## src/sv/lprm_pkg.sv

```systemverilog
// Shared constants, codes and controller/datapath interface types for the LRU page manager.
`default_nettype none
package lprm_pkg;

  localparam int MAX_PAGES  = 16;
  localparam int STAMP_BITS = 32;
  localparam int PAGE_BITS  = $clog2(MAX_PAGES);
  localparam int CNT_BITS   = 5;
  localparam int CFG_BITS   = 5;
  localparam int IDX_BITS   = 2;
  localparam int IN_BITS    = 8;
  localparam int OUT_BITS   = 8;

  localparam logic [STAMP_BITS-1:0] STAMP_MASK = {STAMP_BITS{1'b1}};
  localparam logic [CNT_BITS-1:0]   COUNT_MAX  = {CNT_BITS{1'b1}};

  typedef enum logic [IDX_BITS-1:0] {
    REG_BLOCK_ENABLED = 2'd0,
    REG_PAGE_TOTAL    = 2'd1,
    REG_RES_CAP       = 2'd2
  } reg_index_t;

  typedef enum logic [2:0] {
    ST_HIT           = 3'd0,
    ST_LOADED        = 3'd1,
    ST_FAILED_NOW    = 3'd2,
    ST_FAILED_BEFORE = 3'd3,
    ST_REJECTED      = 3'd4
  } status_t;

  typedef enum logic [2:0] {
    S_IDLE,
    S_CHECK,
    S_EVCHK,
    S_SCAN,
    S_FIN,
    S_LOAD,
    S_RESULT
  } state_t;

  typedef struct packed {
    logic    latch_in;
    logic    advance;
    logic    hit;
    logic    scan_init;
    logic    scan_step;
    logic    evict;
    logic    load;
    logic    status_we;
    status_t status_code;
    logic    result_load;
  } ctrl_cmd_t;

  typedef struct packed {
    logic rejected;
    logic failed_before;
    logic req_resident;
    logic need_evict;
    logic scan_last;
    logic found;
    logic fetch_ok;
    logic out_free;
  } ctrl_sts_t;

endpackage
`default_nettype wire

```

## src/sv/lprm_ctrl.sv

```systemverilog
// Controller state machine sequencing check, victim scan, eviction, load and result beat.
`default_nettype none
module lprm_ctrl
  import lprm_pkg::*;
(
  input  wire logic      clk,
  input  wire logic      rst,
  input  wire logic      in_valid,
  output logic           in_ready,
  input  wire ctrl_sts_t sts,
  output ctrl_cmd_t      cmd
);

  state_t state, state_next;

  always_ff @(posedge clk) begin
    if (rst) begin
      state <= S_IDLE;
    end else begin
      state <= state_next;
    end
  end

  always_comb begin
    state_next      = state;
    cmd             = '0;
    cmd.status_code = ST_HIT;
    in_ready        = 1'b0;
    unique case (state)
      S_IDLE: begin
        in_ready = 1'b1;
        if (in_valid) begin
          cmd.latch_in = 1'b1;
          state_next   = S_CHECK;
        end
      end
      S_CHECK: begin
        cmd.status_we = 1'b1;
        if (sts.rejected) begin
          cmd.status_code = ST_REJECTED;
          state_next      = S_RESULT;
        end else if (sts.failed_before) begin
          cmd.status_code = ST_FAILED_BEFORE;
          state_next      = S_RESULT;
        end else if (sts.req_resident) begin
          cmd.advance     = 1'b1;
          cmd.hit         = 1'b1;
          cmd.status_code = ST_HIT;
          state_next      = S_RESULT;
        end else begin
          cmd.advance   = 1'b1;
          cmd.status_we = 1'b0;
          state_next    = S_EVCHK;
        end
      end
      S_EVCHK: begin
        if (sts.need_evict) begin
          cmd.scan_init = 1'b1;
          state_next    = S_SCAN;
        end else begin
          state_next = S_LOAD;
        end
      end
      S_SCAN: begin
        cmd.scan_step = 1'b1;
        if (sts.scan_last) begin
          state_next = S_FIN;
        end
      end
      S_FIN: begin
        if (sts.found) begin
          cmd.evict  = 1'b1;
          state_next = S_EVCHK;
        end else begin
          state_next = S_LOAD;
        end
      end
      S_LOAD: begin
        cmd.load        = 1'b1;
        cmd.status_we   = 1'b1;
        cmd.status_code = sts.fetch_ok ? ST_LOADED : ST_FAILED_NOW;
        state_next      = S_RESULT;
      end
      S_RESULT: begin
        if (sts.out_free) begin
          cmd.result_load = 1'b1;
          state_next      = S_IDLE;
        end
      end
      default: state_next = S_IDLE;
    endcase
  end

endmodule
`default_nettype wire

```

## src/sv/lprm_datapath.sv

```systemverilog
// Datapath: config registers, page state, use serial, victim scan and output register.
`default_nettype none
module lprm_datapath
  import lprm_pkg::*;
(
  input  wire logic                clk,
  input  wire logic                rst,
  input  wire logic                cfg_we,
  input  wire logic [IDX_BITS-1:0] cfg_index,
  input  wire logic [CFG_BITS-1:0] cfg_data,
  input  wire logic [PAGE_BITS-1:0] in_page,
  input  wire logic                in_fetch_ok,
  input  wire ctrl_cmd_t           cmd,
  output ctrl_sts_t                sts,
  output logic                     out_valid,
  input  wire logic                out_ready,
  output logic [2:0]               out_status,
  output logic                     out_evicted_valid,
  output logic [PAGE_BITS-1:0]     out_evicted_page
);

  logic                  block_enabled;
  logic [CNT_BITS-1:0]   page_total;
  logic [CNT_BITS-1:0]   res_cap;
  logic [MAX_PAGES-1:0]  resident;
  logic [MAX_PAGES-1:0]  failed;
  logic [STAMP_BITS-1:0] stamp [MAX_PAGES];
  logic [STAMP_BITS-1:0] serial;
  logic [CNT_BITS-1:0]   res_count;
  logic [PAGE_BITS-1:0]  req;
  logic                  ok;
  logic [PAGE_BITS-1:0]  idx;
  logic [STAMP_BITS-1:0] oldest;
  logic [PAGE_BITS-1:0]  victim;
  logic                  found;
  logic                  ev_valid;
  logic [PAGE_BITS-1:0]  ev_page;
  status_t               status;

  logic [CNT_BITS-1:0]   n;
  logic [STAMP_BITS-1:0] serial_inc;
  logic                  wrap;
  logic [STAMP_BITS-1:0] serial_adv;
  logic                  cand;

  assign n          = (page_total > CNT_BITS'(MAX_PAGES)) ? CNT_BITS'(MAX_PAGES) : page_total;
  assign serial_inc = (serial + STAMP_BITS'(1)) & STAMP_MASK;
  assign wrap       = (serial_inc == '0);
  assign serial_adv = wrap ? STAMP_BITS'(1) : serial_inc;
  assign cand       = (idx != req) && resident[idx] && (stamp[idx] <= oldest);

  always_comb begin
    sts.rejected      = !block_enabled || ({1'b0, req} >= n);
    sts.failed_before = failed[req];
    sts.req_resident  = resident[req];
    sts.need_evict    = (res_count >= res_cap);
    sts.scan_last     = ({1'b0, idx} == (n - CNT_BITS'(1)));
    sts.found         = found;
    sts.fetch_ok      = ok;
    sts.out_free      = !out_valid || out_ready;
  end

  always_ff @(posedge clk) begin
    if (rst) begin
      block_enabled <= 1'b0;
      page_total    <= CNT_BITS'(1);
      res_cap       <= CNT_BITS'(2);
    end else if (cfg_we) begin
      case (cfg_index)
        REG_BLOCK_ENABLED: block_enabled <= cfg_data[0];
        REG_PAGE_TOTAL:    page_total    <= cfg_data;
        REG_RES_CAP:       res_cap       <= cfg_data;
        default: ;
      endcase
    end
  end

  always_ff @(posedge clk) begin
    if (rst) begin
      resident  <= '0;
      failed    <= '0;
      serial    <= '0;
      res_count <= '0;
      for (int i = 0; i < MAX_PAGES; i++) begin
        stamp[i] <= '0;
      end
    end else begin
      if (cmd.advance) begin
        serial <= serial_adv;
        for (int i = 0; i < MAX_PAGES; i++) begin
          if (cmd.hit && (PAGE_BITS'(i) == req)) begin
            stamp[i] <= serial_adv;
          end else if (wrap && (CNT_BITS'(i) < n)) begin
            stamp[i] <= resident[i] ? STAMP_BITS'(1) : '0;
          end
        end
      end
      if (cmd.evict) begin
        resident[victim] <= 1'b0;
        stamp[victim]    <= '0;
        if (res_count != '0) begin
          res_count <= res_count - CNT_BITS'(1);
        end
      end
      if (cmd.load) begin
        if (ok) begin
          resident[req] <= 1'b1;
          stamp[req]    <= serial;
          if (res_count != COUNT_MAX) begin
            res_count <= res_count + CNT_BITS'(1);
          end
        end else begin
          failed[req] <= 1'b1;
        end
      end
    end
  end

  always_ff @(posedge clk) begin
    if (cmd.latch_in) begin
      req      <= in_page;
      ok       <= in_fetch_ok;
      ev_valid <= 1'b0;
      ev_page  <= '0;
    end
    if (cmd.scan_init) begin
      idx    <= '0;
      oldest <= STAMP_MASK;
      found  <= 1'b0;
    end
    if (cmd.scan_step) begin
      idx <= idx + PAGE_BITS'(1);
      if (cand) begin
        oldest <= stamp[idx];
        victim <= idx;
        found  <= 1'b1;
      end
    end
    if (cmd.evict) begin
      ev_valid <= 1'b1;
      ev_page  <= victim;
    end
    if (cmd.status_we) begin
      status <= cmd.status_code;
    end
  end

  always_ff @(posedge clk) begin
    if (rst) begin
      out_valid <= 1'b0;
    end else if (cmd.result_load) begin
      out_valid <= 1'b1;
    end else if (out_ready) begin
      out_valid <= 1'b0;
    end
  end

  always_ff @(posedge clk) begin
    if (cmd.result_load) begin
      out_status        <= status;
      out_evicted_valid <= ev_valid;
      out_evicted_page  <= ev_page;
    end
  end

endmodule
`default_nettype wire

```

## src/sv/lru_page_residency_manager_top.sv

```systemverilog
// Top level of the LRU page residency manager: stream ports, config port, controller and datapath.
//
// Usage:
//   s_axis carries one page request per beat; m_axis returns one result beat per request.
//   cfg writes registers 0 block enable, 1 page total, 2 resident cap; cfg_ready is
//   always high. Write configuration only while no request is in flight.
// Sequence (accept to result valid):
//   rejected, failed-earlier or hit: check state, then result state.
//   miss without eviction: check, eviction check, load, then result state.
//   each eviction adds a victim scan over n = min(page total, 16) pages that reads one page
//   stamp per cycle, a finish state and an eviction check; a failed final scan adds scan and finish.
//   A new request is accepted in the cycle after its result is placed in the output register,
//   so items are processed one at a time.
// Reset: registers return to enabled 0, page total 1, resident cap 2; all pages
//   are non-resident, unfailed, stamps and use serial zero.
// Stall: the result waits in the output register while m_axis_tready is low; the next
//   request is accepted and processed meanwhile, and its result waits until the register frees.
`default_nettype none
module lru_page_residency_manager_top
  import lprm_pkg::*;
(
  input  wire logic                clk,
  input  wire logic                rst,
  input  wire logic                s_axis_tvalid,
  output logic                     s_axis_tready,
  input  wire logic [IN_BITS-1:0]  s_axis_tdata,   // [3:0] page, [4] fetch_ok
  output logic                     m_axis_tvalid,
  input  wire logic                m_axis_tready,
  output logic [OUT_BITS-1:0]      m_axis_tdata,   // [2:0] status, [3] evicted_valid, [7:4] evicted_page
  input  wire logic                cfg_valid,
  output logic                     cfg_ready,
  input  wire logic [IDX_BITS-1:0] cfg_index,
  input  wire logic [CFG_BITS-1:0] cfg_data
);

  ctrl_cmd_t            cmd;
  ctrl_sts_t            sts;
  logic [2:0]           out_status;
  logic                 out_evicted_valid;
  logic [PAGE_BITS-1:0] out_evicted_page;

  assign cfg_ready    = 1'b1;
  assign m_axis_tdata = {out_evicted_page, out_evicted_valid, out_status};

  lprm_ctrl u_ctrl (
    .clk      (clk),
    .rst      (rst),
    .in_valid (s_axis_tvalid),
    .in_ready (s_axis_tready),
    .sts      (sts),
    .cmd      (cmd)
  );

  lprm_datapath u_dp (
    .clk               (clk),
    .rst               (rst),
    .cfg_we            (cfg_valid & cfg_ready),
    .cfg_index         (cfg_index),
    .cfg_data          (cfg_data),
    .in_page           (s_axis_tdata[PAGE_BITS-1:0]),
    .in_fetch_ok       (s_axis_tdata[PAGE_BITS]),
    .cmd               (cmd),
    .sts               (sts),
    .out_valid         (m_axis_tvalid),
    .out_ready         (m_axis_tready),
    .out_status        (out_status),
    .out_evicted_valid (out_evicted_valid),
    .out_evicted_page  (out_evicted_page)
  );

endmodule
`default_nettype wire

```

## config.mk

```make
export PLATFORM = sky130hd
export DESIGN_NAME = lru_page_residency_manager_top
export DESIGN_NICKNAME = d
export VERILOG_FILES = /design/src/sv/lprm_pkg.sv /design/src/sv/lprm_ctrl.sv /design/src/sv/lprm_datapath.sv /design/src/sv/lru_page_residency_manager_top.sv
export SDC_FILE = /design/constraint.sdc
export NUM_CORES = 1
export LEC_CHECK = 0
export BUFFER_PORTS_ARGS = -buffer_cell sky130_fd_sc_hd__buf_2
export CORE_MARGIN = 1
export CORE_UTILIZATION = 55
export CTS_CLUSTER_DIAMETER = 60
export DETAILED_ROUTE_END_ITERATION = 16
export PLACE_DENSITY = 0.78
export SYNTH_ARGS = -nofsm -noshare
export SYNTH_HDL_FRONTEND = slang
export SYNTH_SLANG_ARGS = --single-unit
```

## constraint.sdc

```tcl
create_clock -name clk -period 11.2 [get_ports clk]
set_clock_uncertainty 0.05 [all_clocks]
set_input_delay 0.56 -clock clk [delete_from_list [all_inputs] [get_ports clk]]
set_output_delay 0.56 -clock clk [all_outputs]
set_load 0.005 [all_outputs]
```

Word-level counts from Yosys, hierarchy flattened
Memory sizes are Yosys's and may differ from the RTL's. A register that Yosys moved wholly into a read port is not among the register bits.
Index checks and enable logic that the tools add are counted.

storage, ports and cells
  flip-flop bits (word level) = 146
  memory bits (writable) = 512
  bits of input ports = 20
  output and inout bits = 11
  memories = 1

operators by class
  add/subtract/negate cells = 5
  $lt $le $gt $ge = 25
  equality and inequality tests = 29
  multiplexer cells = 271
  bitwise gates (word level) = 37
  reductions and logical operators = 56

memory list
  name        words  bits a word  rd ports  clocked after memory_dff  write ports  RTL line             RTL
  u_dp.stamp  16     32           1         1                         16           lprm_datapath.sv:27  logic [STAMP_BITS-1:0] stamp [MAX_PAGES];

operators with widths
  cell                   count
  $mux 32                38
  $mux 1                 195
  $mux 16                4
  $reduce_or 32->1       2
  $lt 4x5->1 const A     8
  $logic_and 1x1->1      36
  $add 32x1->32 const B  1
  $eq 4x4->1 const A     8
  $le 32x32->1           1
  $logic_not 32->1       1
  $or 1x1->1             32
  $or 16x16->16          2
  $mux 5                 6
  $mux 4                 7
  $mux 3                 9
  $pmux 3 s7             1
  $lt 3x5->1 const A     4
  $and 16x16->16         1
  $eq 3x4->1 const A     4
  $not 16->16            1
  $lt 4x5->1 const B     3
  $bmux 1 s4             3
  $lt 1x5->1 const A     2
  $lt 2x5->1 const A     2
  other kinds (31)       52

Depth between registers and ports, before layout
Gate-level depths: netlist of the first run.

  depth in word-level cells = 15
  depth in mapped cells = 17

Cells and area by module
From an unflattened synthesis of the first run, not the netlist that was laid out.

second synthesis, totals
  cell total of the unflattened synthesis = 3389
  area, all modules = 36595.1 um^2

modules (own cells, without submodules)
  module                          times used  cells each  area each (um^2)
  lprm_datapath                   1           3342        36239.8
  lprm_ctrl                       1           44          336.6
  lru_page_residency_manager_top  1           3           18.8

Least setup slack after synthesis of the first run
Ideal clock, no wire load.

  kind = reg2reg
  start point = reg u_dp.serial[1]
  end point = mem u_dp.stamp[11][0], enable pin
  setup time = 0.466 ns
  arrival = 4.869 ns
  data required time = 10.684 ns
  slack = 5.815 ns
  cell stages (with the launch flop) = 13
  buffers on the path = 3
  path through = dfxtp_1 ha_1 buf_2 and3_1 buf_2 nand3_1 buf_2 o31a_1 nor4b_2 nand4_1 nand4b_1 nand2b_1 o21ai_0

RTL lines
  element                 RTL line             RTL
  start, declared         lprm_datapath.sv:28  logic [STAMP_BITS-1:0] serial;
  start signal, assigned  lprm_datapath.sv:89  serial <= serial_adv;
  end, declared           lprm_datapath.sv:27

==> metrics.yaml, run 1 <==
via_per_inst: 7.37
synth_top_family_by_area: "multiplexers"
antenna_found_initial: 2
cts_buffers: 71
worst-path-buf-inv: 2
synth_mux_area_share_pct: 13.7
yosysSeqAreaShare_pct: 56.3
post_cts_buffers: 0
finalPower_mw: 5.76
wire_per_inst_microns: 31.2
p_switching_mw: 1.40
fmax_mhz: 156
path_delay_family: "multiplexers"
rrSetupSlack_ns: 4.79
synth_adder_area_share_pct: 1.85
io_pins: 31
path_cells: "buf_12 -> mux4_2 -> mux4_2 -> ha_1 -> and3_1 -> nand4_1 -> or3_1 -> nor2_1 -> a2111oi_0 -> nand4_1 -> a31oi_4 -> buf_4 -> mux2_2"
synth.distinct_cells: 75
tightest_slew_ns: 1.29
dp_hpwl_microns: 58300
crit_path_max_fanout: 85
critPathSlowestCell: "dfxtp_4"
crit_required_ns: 11.66
fp.dieW_microns: 248
wirelength_microns: 106000
cts_hold_buffers: 0
synth_fp_nets: 2757
htreeDepth: 3
power_density_nw_per_um2: 159
fin_crit_sh_pct: 57.2
status: "completed"
tritoncts: "done"
n_antenna_cell: 0
synth_edf_count: 540
place_congestion: 0.947
cp-start-kind: "flop"
synthSimpleGateAreaFrac_pct: 9.28
grt_pass1_wl_microns: 155000
drtAntennaViolNets: 0
fin_crit_ns: 6.41
worstSetupEndpoint: "u_dp.oldest[28]"
setup_tns_ns: 0
finalSetupViolations: 0
hold_path_class: "in2reg"
clk_pin_slew_ns: 0.06
relSlewSlack_pct: 14.0
drive_above_1_share_pct: 17.8
yosys.area_share.xor_xnor_pct: 1.64
syn_area_sq_um: 33200
drt_iter0_markers: 4106
path_class: "reg2reg"
synth-seq-cells: 662
final_max_slew_viol_count: 0
firstDrtPassIters: 9
grt_max_degree: 86
ys.flop_type: "edfxtp_1"
critPathArrivalTime_ns: 6.87
pwr-share-seq_pct: 49.3
postSynthCellCount: 2688
numClockSinks: 662
p_comb_share_pct: 9.8
cts_buffer_depth: 3
ff2ff_path_depth: 13
dieArea_sq_um: 61300
grt.total_usage_pct: 34.8
port_buffers: 26
nFillCells: 4412
p_int_mw: 4.36
placed_cells: 3278
grt_setup_unrepaired: "false"
finalHoldViolCount: 0
start_util_pct: 55.9
synth_area_per_cell_sq_um: 12.3
drc: 0
globalRouteOverflowTotal: 0
ir_drop_mv: 0.166
num-nets-final: 2647
yosysWarningCount: 0
synth_compound_area_share_pct: 13.3
final_cells: 3409
clk_latency_ns: 0.63
critPathCaptureType: "flop"
path_depth: 13
max_stage_delay_ns: 0.96
leakagePower_nw: 12.2
worstReg2RegEnd: "u_dp.oldest[28]"
cts_repair_resize_count: 0
drv_cap: 0
ys_async_sr_fraction_pct: 0
chipHeight_microns: 248
vias: 25100
p_clk_share_pct: 40.9
area_growth_pct: 8.88
rows: 89
coreArea_sq_um: 59400
grt_pass1_vias: 24500
cts-root-buf: "clkbuf_16"
swShare_pct: 24.3
cell type report:
type	instances	area, sq um	share of cell area, %
inverters	52	195	0.540
clock inverters	33	313	0.866
flip-flops and latches	662	18700	51.7
clock buffers	98	2000	5.54
multi-input cells	1704	13400	37.0
well taps	773	967	2.68
repair buffers	87	603	1.67
synth_stat cells, types with 13 or more instances:
cell | instances | area (sq um)
ha_1 | 49 | 613
a21o_1 | 26 | 195
nand2b_1 | 18 | 113
o21ai_0 | 130 | 651
and2_1 | 19 | 119
nand2_1 | 266 | 998
or2_2 | 29 | 181
and3_1 | 18 | 113
buf_1 | 23 | 86.3
nor4_1 | 13 | 81.3
nor2_1 | 146 | 548
o22ai_1 | 390 | 2440
a21oi_1 | 53 | 265
nor2b_1 | 13 | 81.3
inv_1 | 52 | 195
mux2_2 | 31 | 349
dfxtp_1 | 122 | 2440
clkbuf_1 | 194 | 728
xnor2_1 | 34 | 298
a31oi_1 | 14 | 87.6
xor2_1 | 28 | 245
buf_2 | 40 | 200
mux4_2 | 174 | 3920
nand4_1 | 25 | 156
mux2i_1 | 26 | 260
nor3_1 | 25 | 125
edfxtp_1 | 540 | 16200
a211oi_1 | 16 | 120
nand3_1 | 38 | 190
worst min path at each step:
stage                          startpoint                       end  slack (ns)  depth (start not counted)
after floorplan           u_dp.ev_page[0]  u_dp.out_evicted_page[0]        0.35                          0
after global placement    u_dp.ev_page[0]  u_dp.out_evicted_page[0]        0.36                          0
after detailed placement  u_dp.ev_page[1]  u_dp.out_evicted_page[1]        0.36                          0
after CTS                 s_axis_tdata[0]               u_dp.req[0]        0.05                          1
after global routing      s_axis_tdata[0]               u_dp.req[0]        0.05                          1
final                     s_axis_tdata[2]               u_dp.req[2]        0.07                          1
flip-flops by register name, indices dropped and copies added (netlist names), 3 cells and up, named ones only:
name / cells
u_ctrl.state: 3
u_dp.status: 3
u_dp.victim: 4
u_dp.out_evicted_page: 4
u_dp.req: 4
u_dp.page_total: 5
u_dp.stamp: 512
u_dp.res_cap: 5
u_dp.ev_page: 4
u_dp.idx: 4
u_dp.resident: 16
u_dp.oldest: 32
u_dp.res_count: 5
u_dp.out_status: 3
u_dp.failed: 16
u_dp.serial: 32
cells by family (layout without fill, tap and decap cells):
kind of cell	Yosys count	after routing
mux	231	231
xor+xnor	62	62
flops	662	662
buf+inv	322	270
other cells	1	1
simple gates	658	658
compound gates	703	703
fa+ha+maj	49	49
worst reg2reg max path, stage by stage (launching register included):
cell,delay [ns]
dfxtp_4,0.96
buf_12,0.59
mux4_2,0.83
mux4_2,0.49
ha_1,0.33
and3_1,0.23
nand4_1,0.20
or3_1,0.19
nor2_1,0.13
a2111oi_0,0.57
nand4_1,0.26
a31oi_4,0.53
buf_4,0.51
mux2_2,0.43
layout by cell type (no fill, tap or decap), types with 12 or more instances in the layout:
cell type  netlist  layout
nor4_1          13      13
nand2b_1        18      18
a21oi_1         53      53
or2_2           29      29
a21o_1          26      25
buf_4            7      61
and2_1          19      19
o22ai_1        390     390
clkbuf_16        0      74
mux2i_1         26      26
nand3_1         38      28
inv_1           52      52
mux2_2          31      31
clkinv_1         0      12
nor2b_1         13      13
a31oi_1         14      13
xnor2_1         34      34
o21ai_0        130     129
nand4_1         25      25
nor3_1          25      25
ha_1            49      49
clkbuf_1       194      18
xor2_1          28      28
a211oi_1        16      16
nand2_1        266     262
edfxtp_1       540     540
mux4_2         174     174
and3_1          18      18
dfxtp_1        122     118
nor2_1         146     144
buf_2           40      25
per-layer routing:
layer	part of all wire, %	GRT usage [%]	vias up
li1	-	-	10300
met1	34	44.5	12100
met2	44	52.5	2219
met3	15	10.1	532
met4	6.7	21.5	4
met5	0.024	0	-
stage by stage:
| step | utilization [%] | setup slack (ns) | cell area (sq um) | hold slack (ns) |
|---|---|---|---|---|
| after global placement | 56.9 | 4.74 | 33800 | 0.357 |
| after CTS | 60.8 | 4.78 | 36100 | 0.0485 |
| after floorplan | - | 5.82 | 33200 | 0.350 |
| after detailed placement | 56.9 | 4.76 | 33800 | 0.357 |
| after global routing | 60.8 | 4.57 | 36100 | 0.0539 |
| final | 60.8 | 4.79 | 36100 | 0.0689 |
power by group through the flow:
| stage | sequential, mW | clock [mW] | combinational [mW] |
|---|---|---|---|
| 3_3_place_gp | 2.88 | 0 | 0.533 |
| 3_5_place_dp | 2.89 | 0 | 0.547 |
| 2_1_floorplan | 2.83 | 0 | 0.425 |
| 5_1_grt | 2.85 | 2.44 | 0.591 |
| 4_1_cts | 2.84 | 2.35 | 0.552 |
| 6_report | 2.84 | 2.36 | 0.564 |
No activity file was read; power rests on OpenSTA's default activity.
==> run 2: changes to the inputs <==
- ABC_AREA: unset -> 1
- clock period: 11.2 -> 6.4 ns (I/O delays scaled with it)
==> run 2 against run 1 <==
Effect of this change: design area is 6.3% higher; die area is 6.1% higher; synthesized cell count is 48% higher; sequential power is 87% higher; first-iteration DRC count is 4.7% lower; flip-flop and latch count stayed put; total power is 130% higher; via count is 20% higher; worst hold slack better by 0.045 ns; core utilization is 0.082 points lower; critical endpoint is now u_dp.stamp[6][14]; largest power group unchanged; highest routed layer is now met4.
==> metrics.yaml, run 2 <==
status: "completed"
fin_crit_ns: 5.03
grt_setup_unrepaired: "false"
io_pins: 31
drv_cap: 0
tightest_slew_ns: 1.34
drive_above_1_share_pct: 6.82
grt.total_usage_pct: 33.7
hold_path_class: "in2reg"
ff2ff_path_depth: 12
multi_input_area_sq_um: 13800
post_cts_buffers: 0
drt_iter0_markers: 3911
coreArea_sq_um: 63200
synth.most_common_cell: "nand2_1"
cts-root-buf: "clkbuf_16"
grt_max_degree: 121
critPathArrivalTime_ns: 5.40
finalHoldViolCount: 0
synth.distinct_cells: 47
grt_pass1_wl_microns: 165000
yosys-top-cells-area: "edfxtp_1, nand2_1, dfxtp_1"
top_regs: "u_dp.stamp (512), u_dp.oldest (32), u_dp.serial (32)"
drtAntennaViolNets: 0
relSlewSlack_pct: 10.5
synth_top_area_share_pct: 46.0
nFillCells: 5216
ys_async_sr_fraction_pct: 0
path_class: "reg2reg"
cts_repair_resize_count: 0
fmax_mhz: 199
regMostFlops: "u_dp.stamp"
final_cells: 4790
postSynthCellCount: 3979
clk_latency_ns: 0.65
crit_start: "u_dp.req[0]"
final_cell_mix: "nand2_1, edfxtp_1, o21ai_0, inv_1, nor2_1"
syn_area_sq_um: 35200
synth_edf_count: 540
register_area_sq_um: 18700
firstDrtPassIters: 6
final_max_slew_viol_count: 0
largest_register_ffs: 512
yosysWarningCount: 0
wire_per_inst_microns: 23.0
vias: 30200
dp_hpwl_microns: 68100
clk_pin_slew_ns: 0.06
yosys.area.top_type: "edfxtp_1"
critPathCaptureType: "flop"
dieArea_sq_um: 65100
setup_ws_ns: 1.37
setup_tns_ns: 0
globalRouteOverflowTotal: 0
grt_pass1_vias: 28200
yosysSeqAreaShare_pct: 53.0
synth_fp_nets: 4048
tritoncts: "done"
fp.dieW_microns: 255
cp-start-kind: "flop"
chipHeight_microns: 255
area_growth_pct: 9.02
cts_buffer_depth: 3
place_ws_ns: 1.69
synth_common_cells: "nand2_1, edfxtp_1, o21ai_0"
rows: 92
port_buffers: 26
layout_commonest_cell: "nand2_1"
crit_required_ns: 6.77
holdPathStages: 3
drc: 0
place_congestion: 0.998
cts_buffers: 72
placed_cells: 4644
ir_drop_mv: 0.267
power_density_nw_per_um2: 343
via_per_inst: 6.31
wirelength_microns: 110000
numClockSinks: 662
n_antenna_cell: 0
ys.flop_type: "edfxtp_1"
num-nets-final: 3959
synth_area_per_cell_sq_um: 8.85
leakagePower_nw: 14.0
fin_crit_sh_pct: 78.6
synth-seq-cells: 662
start_util_pct: 55.7
crit_path_max_fanout: 31
cts_hold_buffers: 18
htreeDepth: 3
worstHoldStart: "s_axis_tvalid"
antenna_found_initial: 2
finalSetupViolations: 0
worstReg2RegStart: "u_dp.req[0]"
## run 2: cell types whose count changed in the layout (fill, tap and decap cells not counted), sizes merged, moves of 129 or more
cell	previous run	this run
a21oi	53	217
o22ai	400	187
inv	56	449
mux4	174	0
nand2	266	725
nor2	146	306
o21ai	132	578
o211ai	5	134
## run 2: critical path, cell delays in order, from the launching register on
cell	delay, ns
edfxtp_1	0.96
inv_1	0.24
ha_1	0.35
o21a_1	0.18
o21ai_0	0.13
nand3_1	0.16
nor2_1	0.22
nand3_1	0.55
nor2_1	0.46
nor2_1	0.10
nand2_1	0.14
nand3_2	0.81
o22ai_1	0.43
## run 2: cell type report
type | instances | area share, %
sequential | 662 | 48.6
multi-input combinational | 2587 | 35.9
clock buffer | 95 | 5.30
inverter | 455 | 4.45
tap | 846 | 2.76
timing repair buffer | 112 | 2.34
clock inverter | 33 | 0.674
## run 2: cell families (layout without fill, tap and decap cells)
logic type	after synthesis	in the layout	synth area share (%)
AO/OA/AOI/OAI	1142	1142	18.1
AND/OR/NAND/NOR	1255	1255	15.0
other	1	1	0.0106
buffers and inverters	730	695	8.24
flip-flops	662	662	53.0
XOR/XNOR	12	12	0.320
multiplexers	128	128	3.64
adder cells (fa/ha/maj)	49	49	1.74
## run 2: through the flow
step	area (sq um)	hold WS, ns	total power [mW]	utilization, %
2_1_floorplan	35200	0.350	7.79	-
3_3_place_gp	35900	0.353	8.87	56.9
3_5_place_dp	35900	0.357	8.97	56.9
4_1_cts	38400	0.102	13.0	60.8
5_1_grt	38400	0.126	13.7	60.8
6_report	38400	0.114	13.2	60.8
## run 2: per-layer routing
| layer | global-route usage, % | routed length, microns |
|---|---|---|
| met1 | 43.5 | 40700 |
| met4 | 16.5 | 5450 |
| met3 | 7.52 | 13700 |
| met5 | 0 | 0 |
| met2 | 53.9 | 50200 |
## run 2: final timing paths
kind	end	slack, ns
setup / recovery	u_dp.stamp[6][14]	1.37
hold / removal	u_dp.ok	0.11
setup reg to reg	u_dp.stamp[6][14]	1.37
hold reg to reg	u_dp.out_status[0]	0.36
## run 2: where the power goes
part / internal [mW] / total [mW] / switching, mW
logic: 1.20 / 3.71 / 2.51
registers: 5.01 / 5.32 / 0.301
clock network: 2.36 / 4.15 / 1.78
